## config.mk

```make
export PLATFORM = sky130hd
export DESIGN_NAME = intrusion_alarm_controller_top_flat
export DESIGN_NICKNAME = d
export VERILOG_FILES = /design/src/design/iac_pkg.sv /design/src/design/iac_if.sv /design/src/design/iac_cfg_regs.sv /design/src/design/iac_step.sv /design/src/design/intrusion_alarm_controller_top.sv /design/src/flat_wrapper.sv
export SDC_FILE = /design/constraint.sdc
export NUM_CORES = 1
export LEC_CHECK = 0
export ABC_AREA = 1
export BUFFER_PORTS_ARGS = -buffer_cell sky130_fd_sc_hd__buf_2
export CORE_MARGIN = 2
export CORE_UTILIZATION = 45
export DETAILED_ROUTE_END_ITERATION = 10
export GPL_TIMING_DRIVEN = 0
export SYNTH_ARGS = -nofsm -noshare
export SYNTH_HDL_FRONTEND = slang
export SYNTH_SLANG_ARGS = --single-unit
```

## constraint.sdc

```tcl
create_clock -name clk -period 3.3 [get_ports clk]
set_input_delay 0 -clock clk [delete_from_list [all_inputs] [get_ports clk]]
set_output_delay 0 -clock clk [all_outputs]
set_load 0.1 [all_outputs]
```

## src/design/iac_pkg.sv

```systemverilog
// Shared types, codes and reset constants for the intrusion alarm controller.
package iac_pkg;

  localparam int unsigned CfgDataWidth = 24;
  localparam int unsigned CfgIndexWidth = 2;

  localparam logic [15:0] ArmBlinkHalfReset = 16'd400;
  localparam logic [7:0] ArmBlinkCountReset = 8'd10;
  localparam logic [23:0] TriggerWindowReset = 24'd10000;
  localparam logic [15:0] FlashPeriodReset = 16'd1000;

  typedef enum logic [CfgIndexWidth-1:0] {
    CFG_ARM_BLINK_HALF  = 2'd0,
    CFG_ARM_BLINK_COUNT = 2'd1,
    CFG_TRIGGER_WINDOW  = 2'd2,
    CFG_FLASH_PERIOD    = 2'd3
  } cfg_index_t;

  typedef enum logic [2:0] {
    MODE_OFF       = 3'd0,
    MODE_ARMING    = 3'd1,
    MODE_ARMED     = 3'd2,
    MODE_TRIGGERED = 3'd3,
    MODE_SOUNDING  = 3'd4
  } mode_t;

  typedef struct packed {
    logic buzzer;
    logic red;
    logic blue;
  } lamp_t;

  localparam lamp_t LampsOff = '{buzzer: 1'b0, red: 1'b0, blue: 1'b1};
  localparam lamp_t LampsArmed = '{buzzer: 1'b0, red: 1'b1, blue: 1'b0};
  localparam lamp_t LampsAllOn = '{buzzer: 1'b1, red: 1'b1, blue: 1'b1};
  localparam lamp_t LampsDark = '{buzzer: 1'b0, red: 1'b0, blue: 1'b0};

  typedef struct packed {
    logic [15:0] arm_blink_half_ticks;
    logic [7:0]  arm_blink_count;
    logic [23:0] trigger_window_ticks;
    logic [15:0] flash_period_ticks;
  } cfg_t;

  typedef struct packed {
    mode_t mode;
    lamp_t lamps;
    logic  notify;
  } result_t;

endpackage

```

## src/design/iac_if.sv

```systemverilog
// Valid/ready channel interfaces for tick requests and result requests.
interface iac_tick_if;
  logic valid;
  logic ready;
  logic button_pressed;
  logic motion_seen;

  modport source (output valid, output button_pressed, output motion_seen, input ready);
  modport sink (input valid, input button_pressed, input motion_seen, output ready);
endinterface

interface iac_result_if;
  logic       valid;
  logic       ready;
  logic [2:0] mode;
  logic       blue_lamp;
  logic       red_lamp;
  logic       buzzer_on;
  logic       notify;

  modport source (output valid, output mode, output blue_lamp, output red_lamp,
                  output buzzer_on, output notify, input ready);
  modport sink (input valid, input mode, input blue_lamp, input red_lamp,
                input buzzer_on, input notify, output ready);
endinterface

```

## src/design/iac_cfg_regs.sv

```systemverilog
// Configuration register file for the alarm timing values.
module iac_cfg_regs (
  input  logic                                clk,
  input  logic                                rst,
  input  logic                                cfg_we,
  input  logic [iac_pkg::CfgIndexWidth-1:0]   cfg_index,
  input  logic [iac_pkg::CfgDataWidth-1:0]    cfg_data,
  output iac_pkg::cfg_t                       cfg
);
  import iac_pkg::*;

  always_ff @(posedge clk) begin
    if (rst) begin
      cfg.arm_blink_half_ticks <= ArmBlinkHalfReset;
      cfg.arm_blink_count <= ArmBlinkCountReset;
      cfg.trigger_window_ticks <= TriggerWindowReset;
      cfg.flash_period_ticks <= FlashPeriodReset;
    end else if (cfg_we) begin
      unique case (cfg_index_t'(cfg_index))
        CFG_ARM_BLINK_HALF:  cfg.arm_blink_half_ticks <= cfg_data[15:0];
        CFG_ARM_BLINK_COUNT: cfg.arm_blink_count <= cfg_data[7:0];
        CFG_TRIGGER_WINDOW:  cfg.trigger_window_ticks <= cfg_data[23:0];
        CFG_FLASH_PERIOD:    cfg.flash_period_ticks <= cfg_data[15:0];
        default: ;
      endcase
    end
  end

endmodule

```

## src/design/iac_step.sv

```systemverilog
// Mode state machine and tick counters; gives the result of the tick being taken.
module iac_step (
  input  logic             clk,
  input  logic             rst,
  input  iac_pkg::cfg_t    cfg,
  input  logic             step_en,
  input  logic             button,
  input  logic             motion,
  output iac_pkg::result_t res
);
  import iac_pkg::*;

  mode_t       mode_q, mode_next;
  logic [23:0] tick_count, tick_count_next;
  logic [15:0] phase_count, phase_count_next;
  logic [8:0]  blinks_done, blinks_done_next;
  logic        flash_phase, flash_phase_next;
  lamp_t       lamps, lamps_next;
  logic        notify_next;

  logic [15:0] blink_half_eff, flash_eff;
  logic [7:0]  blink_count_eff;
  logic [23:0] window_eff;
  logic [16:0] phase_inc;
  logic [8:0]  blinks_inc;
  logic [23:0] tick_inc;
  logic        blink_end, flash_end;

  // A zero register value behaves as one.
  assign blink_half_eff = (cfg.arm_blink_half_ticks == '0) ? 16'd1 : cfg.arm_blink_half_ticks;
  assign flash_eff = (cfg.flash_period_ticks == '0) ? 16'd1 : cfg.flash_period_ticks;
  assign blink_count_eff = (cfg.arm_blink_count == '0) ? 8'd1 : cfg.arm_blink_count;
  assign window_eff = (cfg.trigger_window_ticks == '0) ? 24'd1 : cfg.trigger_window_ticks;

  assign phase_inc = {1'b0, phase_count} + 17'd1;
  assign blink_end = phase_inc >= {1'b0, blink_half_eff};
  assign flash_end = phase_inc >= {1'b0, flash_eff};
  assign blinks_inc = blinks_done + 9'd1;
  assign tick_inc = tick_count + 24'd1;

  always_comb begin
    mode_next = mode_q;
    tick_count_next = tick_count;
    phase_count_next = phase_count;
    blinks_done_next = blinks_done;
    flash_phase_next = flash_phase;
    lamps_next = lamps;
    notify_next = 1'b0;

    unique case (mode_q)
      MODE_ARMING: begin
        if (blink_end) begin
          phase_count_next = '0;
          if (lamps.blue) begin
            lamps_next.blue = 1'b0;
          end else if (blinks_inc >= {1'b0, blink_count_eff}) begin
            mode_next = MODE_ARMED;
            lamps_next = LampsArmed;
            blinks_done_next = '0;
          end else begin
            blinks_done_next = blinks_inc;
            lamps_next.blue = 1'b1;
          end
        end else begin
          phase_count_next = phase_inc[15:0];
        end
      end
      MODE_ARMED: begin
        if (button) begin
          mode_next = MODE_OFF;
          lamps_next = LampsOff;
          tick_count_next = '0;
          phase_count_next = '0;
          blinks_done_next = '0;
          flash_phase_next = 1'b0;
        end else if (motion) begin
          mode_next = MODE_TRIGGERED;
          tick_count_next = '0;
          phase_count_next = '0;
          flash_phase_next = 1'b0;
        end
      end
      MODE_TRIGGERED, MODE_SOUNDING: begin
        if (button) begin
          mode_next = MODE_OFF;
          lamps_next = LampsOff;
          tick_count_next = '0;
          phase_count_next = '0;
          blinks_done_next = '0;
          flash_phase_next = 1'b0;
        end else begin
          if (flash_end) begin
            phase_count_next = '0;
            flash_phase_next = ~flash_phase;
            if (mode_q == MODE_SOUNDING) begin
              lamps_next = flash_phase ? LampsDark : LampsAllOn;
            end else begin
              lamps_next.blue = ~flash_phase;
              lamps_next.red = ~flash_phase;
            end
          end else begin
            phase_count_next = phase_inc[15:0];
          end
          if (mode_q == MODE_TRIGGERED) begin
            tick_count_next = tick_inc;
            // Window over (or counter wrapped): start sounding with outputs due to go dark.
            if (tick_inc == '0 || tick_inc >= window_eff) begin
              mode_next = MODE_SOUNDING;
              notify_next = 1'b1;
              tick_count_next = '0;
              phase_count_next = '0;
              flash_phase_next = 1'b1;
            end
          end
        end
      end
      default: begin
        // Off, and any unused code, settles to off, or to arming when the button is pressed.
        mode_next = button ? MODE_ARMING : MODE_OFF;
        lamps_next = LampsOff;
        tick_count_next = '0;
        phase_count_next = '0;
        blinks_done_next = '0;
        flash_phase_next = 1'b0;
      end
    endcase
  end

  always_ff @(posedge clk) begin
    if (rst) begin
      mode_q <= MODE_OFF;
      tick_count <= '0;
      phase_count <= '0;
      blinks_done <= '0;
      flash_phase <= 1'b0;
      lamps <= LampsOff;
    end else if (step_en) begin
      mode_q <= mode_next;
      tick_count <= tick_count_next;
      phase_count <= phase_count_next;
      blinks_done <= blinks_done_next;
      flash_phase <= flash_phase_next;
      lamps <= lamps_next;
    end
  end

  assign res.mode = mode_next;
  assign res.lamps = lamps_next;
  assign res.notify = notify_next;

  a_off_lamps: assert property (@(posedge clk) disable iff (rst)
    mode_q == MODE_OFF |-> lamps == LampsOff)
    else $error("off mode with lamps other than blue");
  a_armed_lamps: assert property (@(posedge clk) disable iff (rst)
    mode_q == MODE_ARMED |-> lamps == LampsArmed)
    else $error("armed mode with lamps other than red");
  a_button_cancels: assert property (@(posedge clk) disable iff (rst)
    step_en && button && (mode_q == MODE_TRIGGERED || mode_q == MODE_SOUNDING ||
    mode_q == MODE_ARMED) |=> mode_q == MODE_OFF)
    else $error("button did not return to off");
  a_notify_entry: assert property (@(posedge clk) disable iff (rst)
    res.notify |-> mode_q == MODE_TRIGGERED && res.mode == MODE_SOUNDING)
    else $error("notify outside entry to sounding");

endmodule

```

## src/design/intrusion_alarm_controller_top.sv

```systemverilog
// Top level of the intrusion alarm controller: config port, step logic, result register.
//
//   channel  dir  fields
//   tick     in   button_pressed, motion_seen
//   result   out  mode, blue_lamp, red_lamp, buzzer_on, notify
//   cfg      in   cfg_we, cfg_index, cfg_data (write only)
//
// One tick request is taken per cycle unless stalled; its result appears in the result register
// on the next cycle, set by the single state update between the state and result registers.
// Reset (synchronous rst) clears the mode to off with the blue lamp on and loads default timing.
// A stalled result holds its register; a new tick is still taken if that result
// leaves in the same cycle.
module intrusion_alarm_controller_top (
  input  logic                              clk,
  input  logic                              rst,
  input  logic                              cfg_we,
  input  logic [iac_pkg::CfgIndexWidth-1:0] cfg_index,
  input  logic [iac_pkg::CfgDataWidth-1:0]  cfg_data,
  iac_tick_if.sink                          tick,
  iac_result_if.source                      result
);
  import iac_pkg::*;

  cfg_t    cfg;
  result_t res;
  result_t res_q;
  logic    out_valid;
  logic    accept;

  assign tick.ready = !out_valid || result.ready;
  assign accept = tick.valid && tick.ready;

  iac_cfg_regs u_cfg (
    .clk       (clk),
    .rst       (rst),
    .cfg_we    (cfg_we),
    .cfg_index (cfg_index),
    .cfg_data  (cfg_data),
    .cfg       (cfg)
  );

  iac_step u_step (
    .clk     (clk),
    .rst     (rst),
    .cfg     (cfg),
    .step_en (accept),
    .button  (tick.button_pressed),
    .motion  (tick.motion_seen),
    .res     (res)
  );

  always_ff @(posedge clk) begin
    if (rst) begin
      out_valid <= 1'b0;
    end else if (accept) begin
      out_valid <= 1'b1;
    end else if (result.ready) begin
      out_valid <= 1'b0;
    end
    if (accept) begin
      res_q <= res;
    end
  end

  assign result.valid = out_valid;
  assign result.mode = res_q.mode;
  assign result.blue_lamp = res_q.lamps.blue;
  assign result.red_lamp = res_q.lamps.red;
  assign result.buzzer_on = res_q.lamps.buzzer;
  assign result.notify = res_q.notify;

endmodule

```

## src/flat_wrapper.sv

```systemverilog
// flat-port wrapper written by rule: the top's interface ports become plain ports
module intrusion_alarm_controller_top_flat import iac_pkg::*;
  (clk, rst, cfg_we, cfg_index, cfg_data, tick_valid, tick_button_pressed, tick_motion_seen, tick_ready, result_valid, result_mode, result_blue_lamp, result_red_lamp, result_buzzer_on, result_notify, result_ready);
  iac_tick_if tick_i ();
  iac_result_if result_i ();
  input  logic clk;
  input  logic rst;
  input  logic cfg_we;
  input  logic [iac_pkg::CfgIndexWidth-1:0] cfg_index;
  input  logic [iac_pkg::CfgDataWidth-1:0] cfg_data;
  input wire logic [$bits(tick_i.valid)-1:0] tick_valid;
  input wire logic [$bits(tick_i.button_pressed)-1:0] tick_button_pressed;
  input wire logic [$bits(tick_i.motion_seen)-1:0] tick_motion_seen;
  output wire logic [$bits(tick_i.ready)-1:0] tick_ready;
  output wire logic [$bits(result_i.valid)-1:0] result_valid;
  output wire logic [$bits(result_i.mode)-1:0] result_mode;
  output wire logic [$bits(result_i.blue_lamp)-1:0] result_blue_lamp;
  output wire logic [$bits(result_i.red_lamp)-1:0] result_red_lamp;
  output wire logic [$bits(result_i.buzzer_on)-1:0] result_buzzer_on;
  output wire logic [$bits(result_i.notify)-1:0] result_notify;
  input wire logic [$bits(result_i.ready)-1:0] result_ready;
  assign tick_i.valid = tick_valid;
  assign tick_i.button_pressed = tick_button_pressed;
  assign tick_i.motion_seen = tick_motion_seen;
  assign tick_ready = tick_i.ready;
  assign result_valid = result_i.valid;
  assign result_mode = result_i.mode;
  assign result_blue_lamp = result_i.blue_lamp;
  assign result_red_lamp = result_i.red_lamp;
  assign result_buzzer_on = result_i.buzzer_on;
  assign result_notify = result_i.notify;
  assign result_i.ready = result_ready;
  intrusion_alarm_controller_top u_core (.clk(clk), .rst(rst), .cfg_we(cfg_we), .cfg_index(cfg_index), .cfg_data(cfg_data), .tick(tick_i), .result(result_i));
endmodule
```

==> results of run 1 <==
## placed cells by master (no fill, tap or decap), types with 6 or more instances in the layout
cell type and instances:
nand3_1 40, dfxtp_2 11, a21oi_2 15, inv_2 8
nor3_1 10, inv_1 176, o211ai_1 10, dlygate4sd3_1 30
o21bai_1 8, nand3_2 7, clkbuf_1 28, buf_2 41
nor2_1 72, xor2_1 13, o21ai_0 77, edfxtp_1 7
buf_4 26, nor2_2 16, nor3_2 6, nand4_1 26
a21oi_1 131, dfxtp_4 9, nor2_4 14, nand2_4 6
ha_1 62, clkbuf_16 19, dfxtp_1 101, nand2_2 39
nand2_1 221
## sequential cells by signal, summed over array words and instances (netlist names)
| signal | flops |
|---|---|
| u_core.u_cfg.cfg | 64 |
| u_core.result.mode | 3 |
| u_core.result.blue_lamp | 1 |
| u_core.result.valid | 1 |
| u_core.u_step.tick_count | 24 |
| u_core.u_step.blinks_done | 9 |
| u_core.result.buzzer_on | 1 |
| u_core.result.notify | 1 |
| u_core.result.red_lamp | 1 |
| u_core.u_step.mode_q | 3 |
| u_core.u_step.flash_phase | 1 |
| u_core.u_step.phase_count | 16 |
| u_core.u_step.lamps | 3 |
## stage by stage
stage | hold WS (ns) | TNS, ns | cells | instance area (sq um) | setup slack [ns]
3_3_place_gp | 0.2710 | -16.15 | 1421 | 8444 | -0.3776
3_5_place_dp | 0.2801 | -18.35 | 1421 | 8444 | -0.4383
4_1_cts | 0.03006 | 0 | 1495 | 9624 | 0.0001246
6_report | 0.05887 | 0 | 1514 | 10150 | 0.1424
2_1_floorplan | 0.1264 | 0 | 1156 | 7963 | 0.04158
5_1_grt | 0.07485 | -0.8189 | 1514 | 10150 | -0.06771
## metal layers
layer | vias up | GRT usage [%] | wire (microns)
li1 | 4029 | - | -
met2 | 165 | 44.03 | 12060
met3 | 26 | 4.407 | 899
met4 | 0 | 8.648 | 411
met1 | 3688 | 32.42 | 10750
met5 | - | 0 | 0
## cell families (layout without fill, tap and decap cells)
group | Yosys count | count (layout) | share of synthesized area (%)
and+or+nand+nor | 475 | 475 | 26.82
AOI/OAI and AO/OA | 254 | 254 | 17.35
buffers and inverters | 216 | 348 | 10.48
DFF | 128 | 128 | 33.06
adders and majority gates | 67 | 67 | 10.53
xor gates and xnor gates | 16 | 16 | 1.760
other | 0 | 1 | 0
## worst min path at each step
stage	cells past startpoint	startpoint	endpoint	slack [ns]
global placement	3	cfg_data[13]	u_core.u_cfg.cfg[29]$_SDFFE_PP1P_	0.27
finish	4	cfg_we	u_core.u_cfg.cfg[56]$_SDFFE_PP1P_	0.06
floorplan	2	cfg_data[3]	u_core.u_cfg.cfg[3]$_SDFFE_PP1P_	0.13
detailed placement	3	cfg_data[13]	u_core.u_cfg.cfg[29]$_SDFFE_PP1P_	0.28
CTS	7	tick_motion_seen	u_core.u_step.mode_q[0]$_SDFFE_PP0P_	0.03
global route	4	cfg_we	u_core.u_cfg.cfg[43]$_SDFFE_PP1P_	0.07
## worst register-to-register path, cell delays in order (launching register included)
cell      delay, ns
dfxtp_4        0.37
ha_4           0.16
nand2_2        0.07
nor2_4         0.17
nand3_4        0.15
nor2_4         0.11
nand3_1        0.07
nand2_1        0.09
inv_1          0.07
ha_1           0.28
nand2_1        0.09
nor2_2         0.05
nand4_1        0.07
buf_4          0.15
nor2_1         0.05
nand2_1        0.08
nand3b_1       0.12
nor2_4         0.16
nand2_4        0.09
nor3_4         0.19
buf_6          0.16
buf_8          0.13
nand2_1        0.06
a21oi_1        0.13
## what timing repair did
item	CTS	global route
hold endpoints to repair	65	0
hold buffers	30	0
setup endpoints to repair	63	61
gates cloned	1	2
resized for setup	33	102
pin swaps	13	35
buffers inserted	12	16
## cell type report
class,instances,area (sq um),share of cell area (%)
inverter,185,694.4,6.843
antenna,1,2.502,0.02466
multi-input combinational,812,4896,48.24
tap,225,281.5,2.774
buffer,31,157.7,1.553
clock inverter,10,183.9,1.812
sequential,128,2680,26.41
clock buffer,21,470.5,4.636
timing repair buffer,101,782.0,7.706
## power by group
group / internal (W) / switching [W]
sequential: 0.00162 / 0.0000320
clock: 0.00140 / 0.000714
combinational: 0.000214 / 0.000422
==> reports/summary.txt, run 1 <==
status -> finished, final reports clean
Buf+Inv Stages, Crit Path -> 4
Tmin final -> 3.158 ns
CP Cell Sequence -> ha_4 -> nand2_2 -> nor2_4 -> nand3_4 -> nor2_4 -> nand3_1 -> nand2_1 -> inv_1 -> ha_1 -> nand2_1 -> nor2_2 -> nand4_1 -> buf_4 -> nor2_1 -> nand2_1 -> nand3b_1 -> nor2_4 -> nand2_4 -> nor3_4 -> buf_6 -> buf_8 -> nand2_1 -> a21oi_1
critical path depth -> 23
Clock Sinks -> 128
origin of the worst setup path -> u_core.u_step.tick_count[0]$_SDFFE_PP0P_
initial drt markers -> 501
sequential area share after synthesis -> 33.06%
CP most frequent cell -> nand2_1
final WL -> 24.12 mm
Root Driver -> clkbuf_16
fin nets -> 1376
Max Cap Viol -> 0
r2r endpoint -> u_core.u_step.tick_count[10]$_SDFFE_PP0P_
Yosys cell types -> 37
FF-to-FF Start -> u_core.u_step.tick_count[0]$_SDFFE_PP0P_
largest net degree at the start of global routing -> 17
Area contributors post-synth -> dfxtp_1 (30%), nand2_1 (11%), ha_1 (11%), inv_1 (8.6%), a21oi_1 (8.6%)
share of the synthesized area in the top cell type -> 30.42%
highest clock rate -> 316.7 MHz
global-route wire length before repair -> 36.74 mm
initial core utilization -> 46.04%
WS Path Type -> flip-flop to flip-flop
Die Area -> 0.01877 sq mm
H-tree Lvls -> 4
Worst Setup EP -> u_core.u_step.tick_count[10]$_SDFFE_PP0P_
synth warn -> 0
antenna viol nets, final -> 0
Avg Vias per Cell -> 5.223
area grow syn2layout -> 27.45%
final total power -> 0.004398 W
Register-to-Register Path Depth -> 23
Least-Margin Pin Slew -> 0.8551 ns
flops & latches, synth -> 128
HPWL Detailed -> 17.37 mm
DRC errors left -> 0
Crit. End Element -> flip-flop
Net Count, Synth -> 1256
I/O Buffers -> 40
flop-to-flop setup slack -> 0.14 ns
Final setup viols -> 0
Util after Layout -> 58.67%
clock skew -> 0.01016 ns
predominant post-synthesis flop cell -> dfxtp_1
Post-synth top cells -> nand2_1 (243), inv_1 (183), a21oi_1 (137)
initial antenna violation count -> 1
RSZ-0062 raised after global routing -> true
count leader, synth -> nand2_1
CTS tree -> yes
core area -> 0.01730 sq mm
Max stage delay on crit path -> 0.37 ns
CP required -> 3.63 ns
Max Slew Vio Count -> 0
Num CTS Buffers -> 17
critical path's slowest cell -> dfxtp_4
final period utilization -> 95.68%
io pins -> 42
Cells after Synth -> 1156
synthesized area per cell -> 6.888 sq um
Top delay family on crit path -> simple AND/OR/NAND/NOR gates
pwr dens -> 433.4 mW/mm^2
FP Rows -> 48
CP Max Fanout -> 10
Min-Delay Path Class -> primary input to flip-flop
die height -> 137.0 microns
mapped cell area -> 0.007963 sq mm
via count -> 7908
Clk pin slew, worst setup/hold paths -> 0.06 ns
startpoint types -> flip-flop
Post-synth EDFFs -> 7
die width -> 137.0 microns
Total GRT Usage -> 25.64%
Placer Congestion -> 0.8709
clk_lat worst skew -> 0.42 ns
layout filler cell count -> 1681
Synth area leader -> dfxtp_1
DRT Pass-1 Iters -> 6
total grt overflow -> 0
Final Hold Fails -> 0
Critical Path AT -> 3.49 ns
Max Buffers Root-to-Sink -> 2
Leak -> 4.435 nW
FFs w/ async S/R, synth -> 0%
Worst VDD drop -> 0.0003674 V
share of layout cells above drive strength 1 -> 19.80%
Slew HR -> 43.00%
vias in the first global route -> 7195
DR WL/cell -> 15.93 microns
(Power assumes the default switching activity.)
==> run 2, diff against run 1 <==
--- a/config.mk
+++ b/config.mk
@@ -9,6 +9,7 @@
 export BUFFER_PORTS_ARGS = -buffer_cell sky130_fd_sc_hd__buf_2
 export CORE_MARGIN = 2
 export CORE_UTILIZATION = 45
+export CTS_BUF_LIST = sky130_fd_sc_hd__clkbuf_4
 export DETAILED_ROUTE_END_ITERATION = 10
 export GPL_TIMING_DRIVEN = 0
 export SYNTH_ARGS = -nofsm -noshare
==> reports/summary.txt, run 2 (synthesis gave the netlist of run 1 again) <==
status -> finished, final reports clean
Root Driver -> clkbuf_4
initial drt markers -> 484
Total GRT Usage -> 25.45%
Buf+Inv Stages, Crit Path -> 4
Max Cap Viol -> 0
WS Path Type -> flip-flop to flip-flop
HP Start -> rst
largest net degree at the start of global routing -> 17
Final Hold Fails -> 0
biggest regs -> u_core.u_cfg.cfg (64), u_core.u_step.tick_count (24), u_core.u_step.phase_count (16)
final period utilization -> 96.88%
die width -> 137.0 microns
r2r endpoint -> u_core.u_step.tick_count[10]$_SDFFE_PP0P_
Crit. End Element -> flip-flop
fin nets -> 1391
global-route wire length before repair -> 36.56 mm
DR WL/cell -> 15.79 microns
Tmin final -> 3.197 ns
Worst VDD drop -> 0.0002290 V
Most flops, register -> u_core.u_cfg.cfg
Clk pin slew, worst setup/hold paths -> 0.12 ns
hold depth -> 4
Die Area -> 0.01877 sq mm
startpoint types -> flip-flop
H-tree Lvls -> 4
final WL -> 24.15 mm
I/O Buffers -> 40
pwr dens -> 357.3 mW/mm^2
FF-to-FF Start -> u_core.u_step.tick_count[0]$_SDFFE_PP0P_
most frequent cells in the layout -> nand2_1 (217), inv_1 (175), a21oi_1 (132)
max FFs per register -> 64
Slew HR -> 43.74%
Hold Path End -> u_core.u_step.mode_q[1]$_SDFFE_PP0P_
die height -> 137.0 microns
clock skew -> 0.01714 ns
core area -> 0.01730 sq mm
critical path's slowest cell -> dfxtp_4
total grt overflow -> 0
HPWL Detailed -> 17.37 mm
final total power -> 0.003592 W
Top delay family on crit path -> simple AND/OR/NAND/NOR gates
Max Slew Vio Count -> 0
CP Cell Sequence -> ha_4 -> nand2_2 -> nor2_4 -> nand3_4 -> nor2_4 -> nand3_1 -> nand2_1 -> inv_1 -> ha_1 -> nand2_2 -> nor2_2 -> nand4_1 -> buf_6 -> nor2_1 -> nand2_1 -> nand3b_1 -> nor2_4 -> nand2_4 -> nor3_4 -> buf_6 -> buf_8 -> nand2_1 -> a21oi_1
Max Buffers Root-to-Sink -> 2
Critical Path AT -> 3.66 ns
Final setup viols -> 0
Least-Margin Pin Slew -> 0.8439 ns
dpl ws -> -0.4383 ns
Leak -> 4.366 nW
Min-Delay Path Class -> primary input to flip-flop
DRC errors left -> 0
clk_lat worst skew -> 0.54 ns
layout filler cell count -> 1706
Register-to-Register Path Depth -> 23
Avg Vias per Cell -> 5.186
io pins -> 42
Setup TNS -> 0 ns
Final Instance Area -> 0.01005 sq mm
CTS tree -> yes
Max stage delay on crit path -> 0.40 ns
share of layout cells above drive strength 1 -> 20.49%
initial core utilization -> 46.04%
DRT Pass-1 Iters -> 5
antenna viol nets, final -> 0
worst hold slack -> 0.07808 ns
vias in the first global route -> 7210
CP Max Fanout -> 5
Placer Congestion -> 0.8709
FP Rows -> 48
Num CTS Buffers -> 17
highest clock rate -> 312.8 MHz
via count -> 7935
flop-to-flop setup slack -> 0.10 ns
PnR worst setup slack -> 0.1030 ns
CP required -> 3.77 ns
commonest non-fill, non-tap cell in the layout -> nand2_1
RSZ-0062 raised after global routing -> true
area grow syn2layout -> 26.26%
initial antenna violation count -> 2
Clock Sinks -> 128
placed instance area -> 0.008444 sq mm
## run 2: changes by cell type in the layout (fill, tap and decap cells not counted), sizes merged
cell	before	now
buf	73	75
clkbuf	50	48
clkinv	4	7
diode	1	2
dlygate4sd3	30	42
## run 2: repair_timing
action | CTS | global route
setup buffers | 15 | 15
pin swaps | 8 | 44
endpoints found under the setup margin | 63 | 61
hold endpoints to repair | 76 | 0
resized for setup | 30 | 124
hold buffers | 42 | 0
cloned | 1 | 3
## run 2: metrics by stage
step,std cells,utilization (%)
floorplan,1156,-
global placement,1421,48.82
detailed placement,1421,48.82
CTS,1510,54.54
global route,1530,58.12
finish,1530,58.12
## run 2: worst max path at each step
stage	from	endpoint	depth (start not counted)
finish	u_core.u_step.tick_count[0]$_SDFFE_PP0P_	u_core.u_step.tick_count[10]$_SDFFE_PP0P_	23
global route	u_core.u_step.phase_count[1]$_SDFFE_PP0P_	u_core.u_step.phase_count[7]$_SDFFE_PP0P_	24
CTS	u_core.u_step.tick_count[5]$_SDFFE_PP0P_	u_core.u_step.tick_count[2]$_SDFFE_PP0P_	19
detailed placement	u_core.u_step.tick_count[0]$_SDFFE_PP0P_	u_core.u_step.phase_count[6]$_SDFFE_PP0P_	21
global placement	u_core.u_step.tick_count[0]$_SDFFE_PP0P_	u_core.u_step.phase_count[15]$_SDFFE_PP0P_	21
floorplan	u_core.result.valid$_SDFFE_PP0P_	u_core.u_step.tick_count[15]$_SDFFE_PP0P_	9
## run 2: worst reg2reg max path: stages, from the launching register on
cell      delay [ns]
dfxtp_4         0.40
ha_4            0.16
nand2_2         0.08
nor2_4          0.17
nand3_4         0.15
nor2_4          0.11
nand3_1         0.07
nand2_1         0.10
inv_1           0.07
ha_1            0.30
nand2_2         0.07
nor2_2          0.04
nand4_1         0.09
buf_6           0.12
nor2_1          0.04
nand2_1         0.09
nand3b_1        0.12
nor2_4          0.18
nand2_4         0.09
nor3_4          0.19
buf_6           0.18
buf_8           0.12
nand2_1         0.05
a21oi_1         0.13
## run 2: cell type report
class	count	area, sq um	share of cell area, %
diodes	2	5.005	0.04978
flip-flops and latches	128	2698	26.83
plain buffers	31	161.4	1.605
well taps	225	281.5	2.800
repair buffers	116	945.9	9.409
multi-input cells	812	4935	49.09
clock inverters	13	195.2	1.942
inverters	185	696.9	6.932
clock buffers	18	135.1	1.344
## run 2: power by group
part	switching (W)	internal, W
Combinational	0.000425	0.000229
Sequential	0.0000324	0.00162
Clock	0.000617	0.000672
Total	0.00107	0.00252
## run 2: per-layer routing
metal	global-route usage [%]	vias up	share of wire [%]
met5	0	-	0
met4	7.732	0	2.2
met3	4.630	40	3.7
met2	44.00	153	50
met1	32.12	3692	44
li1	-	4050	-
